$ cat src/sv/lc3b_pkg.sv
package lc3b_pkg;

  localparam int MemWords  = 32768;
  localparam int MemAw     = $clog2(MemWords);
  localparam int CsRows    = 64;
  localparam int CsAw      = $clog2(CsRows);
  localparam int CsWidth   = 35;
  localparam logic [5:0] StartState = 6'd18;
  localparam logic [3:0] LatencyReset = 4'd5;

  typedef enum logic [1:0] {
    MODE_TICK    = 2'd0,
    MODE_CS_LOAD = 2'd1,
    MODE_MEM_LOAD = 2'd2,
    MODE_RESTART = 2'd3
  } mode_t;

  // Sequencer states.
  typedef enum logic [4:0] {
    ST_IDLE  = 5'b00001,
    ST_FETCH = 5'b00010,
    ST_EXEC  = 5'b00100,
    ST_MEMRD = 5'b01000,
    ST_OUT   = 5'b10000
  } seq_t;

  // Control word bit position for microcode signal j (j=0 is IRD).
  function automatic logic cw_bit(input logic [CsWidth-1:0] w, input int j);
    return w[CsWidth-1-j];
  endfunction

  function automatic logic [1:0] cw_bits2(input logic [CsWidth-1:0] w, input int j);
    return {w[CsWidth-1-j], w[CsWidth-2-j]};
  endfunction

  function automatic logic [15:0] sext16(input logic [15:0] v, input int bits);
    logic [15:0] r;
    r = v;
    for (int i = 0; i < 16; i++) begin
      if (i >= bits) r[i] = v[bits-1];
    end
    return r;
  endfunction

  function automatic logic [3:0] eff_lat(input logic [3:0] l);
    return (l < 4'd2) ? 4'd2 : l;
  endfunction

endpackage

$ cat src/sv/lc3b_ctrl_store.sv
module lc3b_ctrl_store
  import lc3b_pkg::*;
(
  input  logic               clk,
  input  logic               we,
  input  logic [CsAw-1:0]    waddr,
  input  logic [CsWidth-1:0] wdata,
  input  logic [CsAw-1:0]    raddr,
  output logic [CsWidth-1:0] rdata
);

  logic [CsWidth-1:0] mem [CsRows];

  always_ff @(posedge clk) begin
    if (we) begin
      mem[waddr] <= wdata;
    end
    rdata <= mem[raddr];
  end

endmodule

$ cat config.mk
export PLATFORM = sky130hd
export DESIGN_NAME = lc3b_ctrl_store
export DESIGN_NICKNAME = d
export VERILOG_FILES = /design/src/sv/lc3b_pkg.sv /design/src/sv/lc3b_ctrl_store.sv
export SDC_FILE = /design/constraint.sdc
export NUM_CORES = 2
export LEC_CHECK = 0
export BUFFER_PORTS_ARGS = -buffer_cell sky130_fd_sc_hd__clkbuf_2
export CAP_MARGIN = 20
export CORE_MARGIN = 2
export CORE_UTILIZATION = 40
export CTS_CLUSTER_SIZE = 12
export DETAILED_ROUTE_END_ITERATION = 8
export GPL_TIMING_DRIVEN = 0
export SLEW_MARGIN = 20
export SYNTH_ARGS = -nofsm -noshare
export SYNTH_HDL_FRONTEND = slang
export SYNTH_SLANG_ARGS = --single-unit
$ cat constraint.sdc
create_clock -name clk -period 4.85 [get_ports clk]
set_clock_uncertainty 0.2 [all_clocks]
set_input_delay 0 -clock clk [delete_from_list [all_inputs] [get_ports clk]]
set_output_delay 0 -clock clk [all_outputs]
set_load 0.05 [all_outputs]
## Yosys cells after proc, flatten, opt, wreduce, memory -nomap -nowiden

Memory sizes are Yosys's and may differ from the RTL's. A register that Yosys moved wholly into a read port is not among the register bits.
Index checks and enable logic that the tools add are counted.

- Mux-type cells: 2

Operators by type and width:

| cell | number |
|---|---|
| 1-bit two-way mux | 2 |

- Register bits: 0
- Word-level logic and storage cells: 3
- Output and inout bits: 35
- Memories: 1
- Input port bits: 49
- Bits in writable memories: 2240

Memories:

| name | depth | bits a word | read ports | clocked after Yosys merged registers in | write ports | RTL line | source |
|---|---|---|---|---|---|---|---|
| mem | 64 | 35 | 1 | 1 | 1 | lc3b_ctrl_store.sv:12 | `logic [CsWidth-1:0] mem [CsRows];` |

## Longest topological paths before layout

- Depth in word-level cells: 2
- Gate-level depth with buffers: 10
- Mapped depth without buffers: 5

## Least setup slack after synthesis

Ideal clock, no wire load.

- Path type: input-to-reg
- Start point: in waddr[3]
- End point: mem mem[48][0] (enable)
- Setup time: 471 ps
- Buffers on the path: 1
- Stages on the path: 4
- Required time: 4179 ps
- Arrival: 2900 ps
- Path slack: 1279 ps
- Cell sequence: clkbuf_1 -> nor2b_1 -> nand4b_1 -> nor3_1

RTL lines:

| element | RTL line | source |
|---|---|---|
| from (decl) | lc3b_ctrl_store.sv:6 | `input logic [CsAw-1:0] waddr,` |
| to (decl) | lc3b_ctrl_store.sv:12 |  |

Straight into the memory's write port.

==> results.sh <==
export IMPL_antenna_found_initial=15
export IMPL_reg2reg_to="rdata[31]"
export IMPL_hold_path_endpoint="mem[1][32]"
export IMPL_hold_violations=0
export IMPL_via_per_inst=6.03
export IMPL_finish_utilization_pct=46.9
export IMPL_dpl_cell_count=6890
export IMPL_ant_nets=0
export IMPL_fin_area_sq_um=100000
export IMPL_finalMaxSlewViolations=0
export IMPL_cp_cell_sequence="dlygate4sd3_1 -> clkbuf_2 -> clkbuf_1 -> clkbuf_1 -> nand2_1 -> clkbuf_1 -> a211oi_1 -> o22ai_1 -> and3_1"
export IMPL_grt_use_met2_pct=36.1
export IMPL_fill_cells=17600
export IMPL_p_per_area_nw_per_um2=397
export IMPL_max_stage_delay_ns=0.89
export IMPL_cts_tree="built"
export IMPL_postSynthAreaPerCell_sq_um=22.5
export IMPL_first_global_vias=43300
export IMPL_worst_ep_arrival_time_ns=4.56
export IMPL_cts_resized_gates=0
export IMPL_grt_pass1_wl_mm=348
export IMPL_clk_pin_slew_worst_paths_ns=0.06
export IMPL_yosysWarnings=0
export IMPL_synth_seq_area_share_pct=78.9
export IMPL_ios=84
export IMPL_ys_ff_latch=2275
export IMPL_max_freq_mhz=247
export IMPL_drc=0
export IMPL_numCtsBuffers=219
export IMPL_critPathMaxFanout=10
export IMPL_overflow=0
export IMPL_leakagePower_nw=31.3
export IMPL_finalSetupTns_ns=0
export IMPL_maxSlewHeadroom_pct=19.2
export IMPL_rr_worst_depth=5
export IMPL_min_path_cells=2
export IMPL_grt_use_met1_pct=31.9
export IMPL_track_usage_pct=23.0
export IMPL_max_cap_violations=0
export IMPL_ys_flop_type="edfxtp_1"
export IMPL_stdcell_count=7308
export IMPL_nNetsFinal=4368
export IMPL_synth_cell_area_sq_um=86200
export IMPL_crit_slowest_cell="a211oi_1"
export IMPL_start_util_pct=40.2
export IMPL_dp_hpwl_mm=170
export IMPL_peakVddDrop_mv=0.411
export IMPL_post_route_period_util_pct=83.4
export IMPL_cts_sinks=2275
export IMPL_min_delay_start="wdata[32]"
export IMPL_period_needed_ns=4.04
export IMPL_vias=44100
export IMPL_crit_path_end_kind="register"
export IMPL_placed_area_sq_um=93700
export IMPL_grt_busiest_layer="met2"
export IMPL_globalplace_congestion=0.847
export IMPL_dr_pass1_iters=6
export IMPL_die_w_um=468
export IMPL_port_buffers=76
export IMPL_async_reset_ff_share_pct=0
export IMPL_critPathMostFrequentCell="clkbuf_1"
export IMPL_drt_iter0_drc=6350
export IMPL_syn_inst=3835
export IMPL_tightest_slew_ns=1.21
export IMPL_reg2reg_setup_slack_ns=1.90
export IMPL_grt_max_degree=65
export IMPL_rsz0062_at_grt="false"
export IMPL_r2r_start="mem[10][31]"
export IMPL_routedWlPerCell_um=34.7
export IMPL_hold_path_class="input pin to register"
export IMPL_synth_edf_count=2240
export IMPL_wl_mm=253
export IMPL_areaGrowthSynthToFinish_pct=16.6
export IMPL_clk_insertion_delay_late_ns=0.87
export IMPL_mappedNetlistNets=3884
export IMPL_dieArea_sq_um=219000
export IMPL_critPathRequiredTime_ns=5.36
export IMPL_clk_root_buffer_cell="clkbuf_16"
export IMPL_netlist_cell_type_count=38
export IMPL_die_y_um=468
export IMPL_coreArea_sq_um=214000
export IMPL_outcome="finished, final reports clean"
export IMPL_grt_use_met3_pct=4.91
export IMPL_cts_max_level=4
export IMPL_drive_gt1_share_pct=27.2
export IMPL_setup_viol=0
export IMPL_worstSetupPathType="input pin to register"
export IMPL_num_rows=170
export IMPL_cts_max_path_buffers=3
export IMPL_startpoint_type="input pin"
worst max-delay path, delay by kind of cell:
family,cells,cell delay (ns)
buf+inv,5,2.55
compound gates,2,1.35
simple gates,2,0.64
cells by family after synthesis:
kind of cell           synth area share, %
buffers and inverters                 1.30
AOI/OAI and AO/OA                     2.45
muxes                                 15.4
DFF                                   78.9
and+or+nand+nor                       2.00
worst max-delay path by stage:
stage / startpoint / end / slack, ns
after floorplan: waddr[3] / mem[48][0] / 1.28
after global placement: waddr[4] / mem[49][29] / -2.41
after detailed placement: raddr[3] / rdata[16] / 0.81
after CTS: raddr[3] / rdata[16] / 1.0
after global routing: raddr[3] / rdata[16] / 0.97
final: raddr[3] / rdata[16] / 0.81
power breakdown:
part / total [mW] / switching, mW / internal (mW)
Combinational: 2.42 / 1.66 / 0.755
Sequential: 21.8 / 0.0407 / 21.8
Clock: 15.7 / 7.04 / 8.65
placed cells by master, fill, tap and decap left out, types with 12 or more instances in the layout:
cell type and instances:
buf_12 77, clkbuf_4 28, dlygate4sd3_1 46, clkinv_1 16
nor2_4 62, o221ai_1 51, nand4_1 49, clkbuf_1 178
diode_2 21, mux2_2 65, clkbuf_16 225, o22ai_1 87
a211oi_1 13, buf_2 64, mux4_2 486, clkbuf_2 56
buf_16 46, edfxtp_1 2240, mux2i_1 157, buf_4 46
a31oi_1 12, buf_6 18, dfxtp_1 35, nand3_1 66
nor2_1 27, and3_1 13, a22oi_1 54, a221o_1 32
nand2_1 75, nor2b_1 23
cell usage after synthesis, drive strengths merged, types with 32 or more instances:
| library cell | n | area [sq um] |
|---|---|---|
| o221ai | 51 | 447 |
| a22oi | 54 | 405 |
| clkbuf | 104 | 390 |
| nor2 | 90 | 338 |
| mux2i | 157 | 1570 |
| nand4 | 49 | 307 |
| mux2 | 65 | 732 |
| a221o | 32 | 320 |
| dfxtp | 35 | 701 |
| nand2 | 75 | 282 |
| buf | 115 | 727 |
| nand3 | 66 | 330 |
| edfxtp | 2240 | 67300 |
| o22ai | 87 | 544 |
| mux4 | 486 | 10900 |
layout make-up:
| type | count | area [sq um] | share of cell area (%) |
|---|---|---|---|
| well taps | 2838 | 3550 | 3.53 |
| clock inverters | 33 | 272 | 0.270 |
| repair buffers | 263 | 3910 | 3.89 |
| diodes | 21 | 52.6 | 0.0523 |
| plain buffers | 219 | 1140 | 1.13 |
| flip-flops and latches | 2275 | 68000 | 67.6 |
| inverters | 1 | 3.75 | 0.00374 |
| clock buffers | 318 | 6030 | 6.00 |
| multi-input cells | 1340 | 17600 | 17.5 |
state kept, by name, indices dropped and copies added, names as in the netlist:
| register | cells |
|---|---|
| mem | 2240 |
| rdata | 35 |
layer usage:
layer	vias to the layer above	wire [um]
met5	-	12
met4	2	9280
met3	401	25600
met2	2584	119000
met1	23700	99100
li1	17300	-
repair_timing:
action	in CTS	in global routing
endpoints found under the hold margin	2104	256
hold buffers	42	4
setup buffers	0	0
per-stage QoR:
step	hold slack, ns	worst slack (ns)	power (mW)
after floorplan	-0.101	1.28	23.4
after detailed placement	0.298	0.811	24.6
after global routing	0.0796	0.969	40.9
after CTS	0.0118	0.997	40.1
after global placement	0.298	-2.41	24.5
final	0.0772	0.807	39.9
Note: power is estimated with default switching activity, not from simulation.
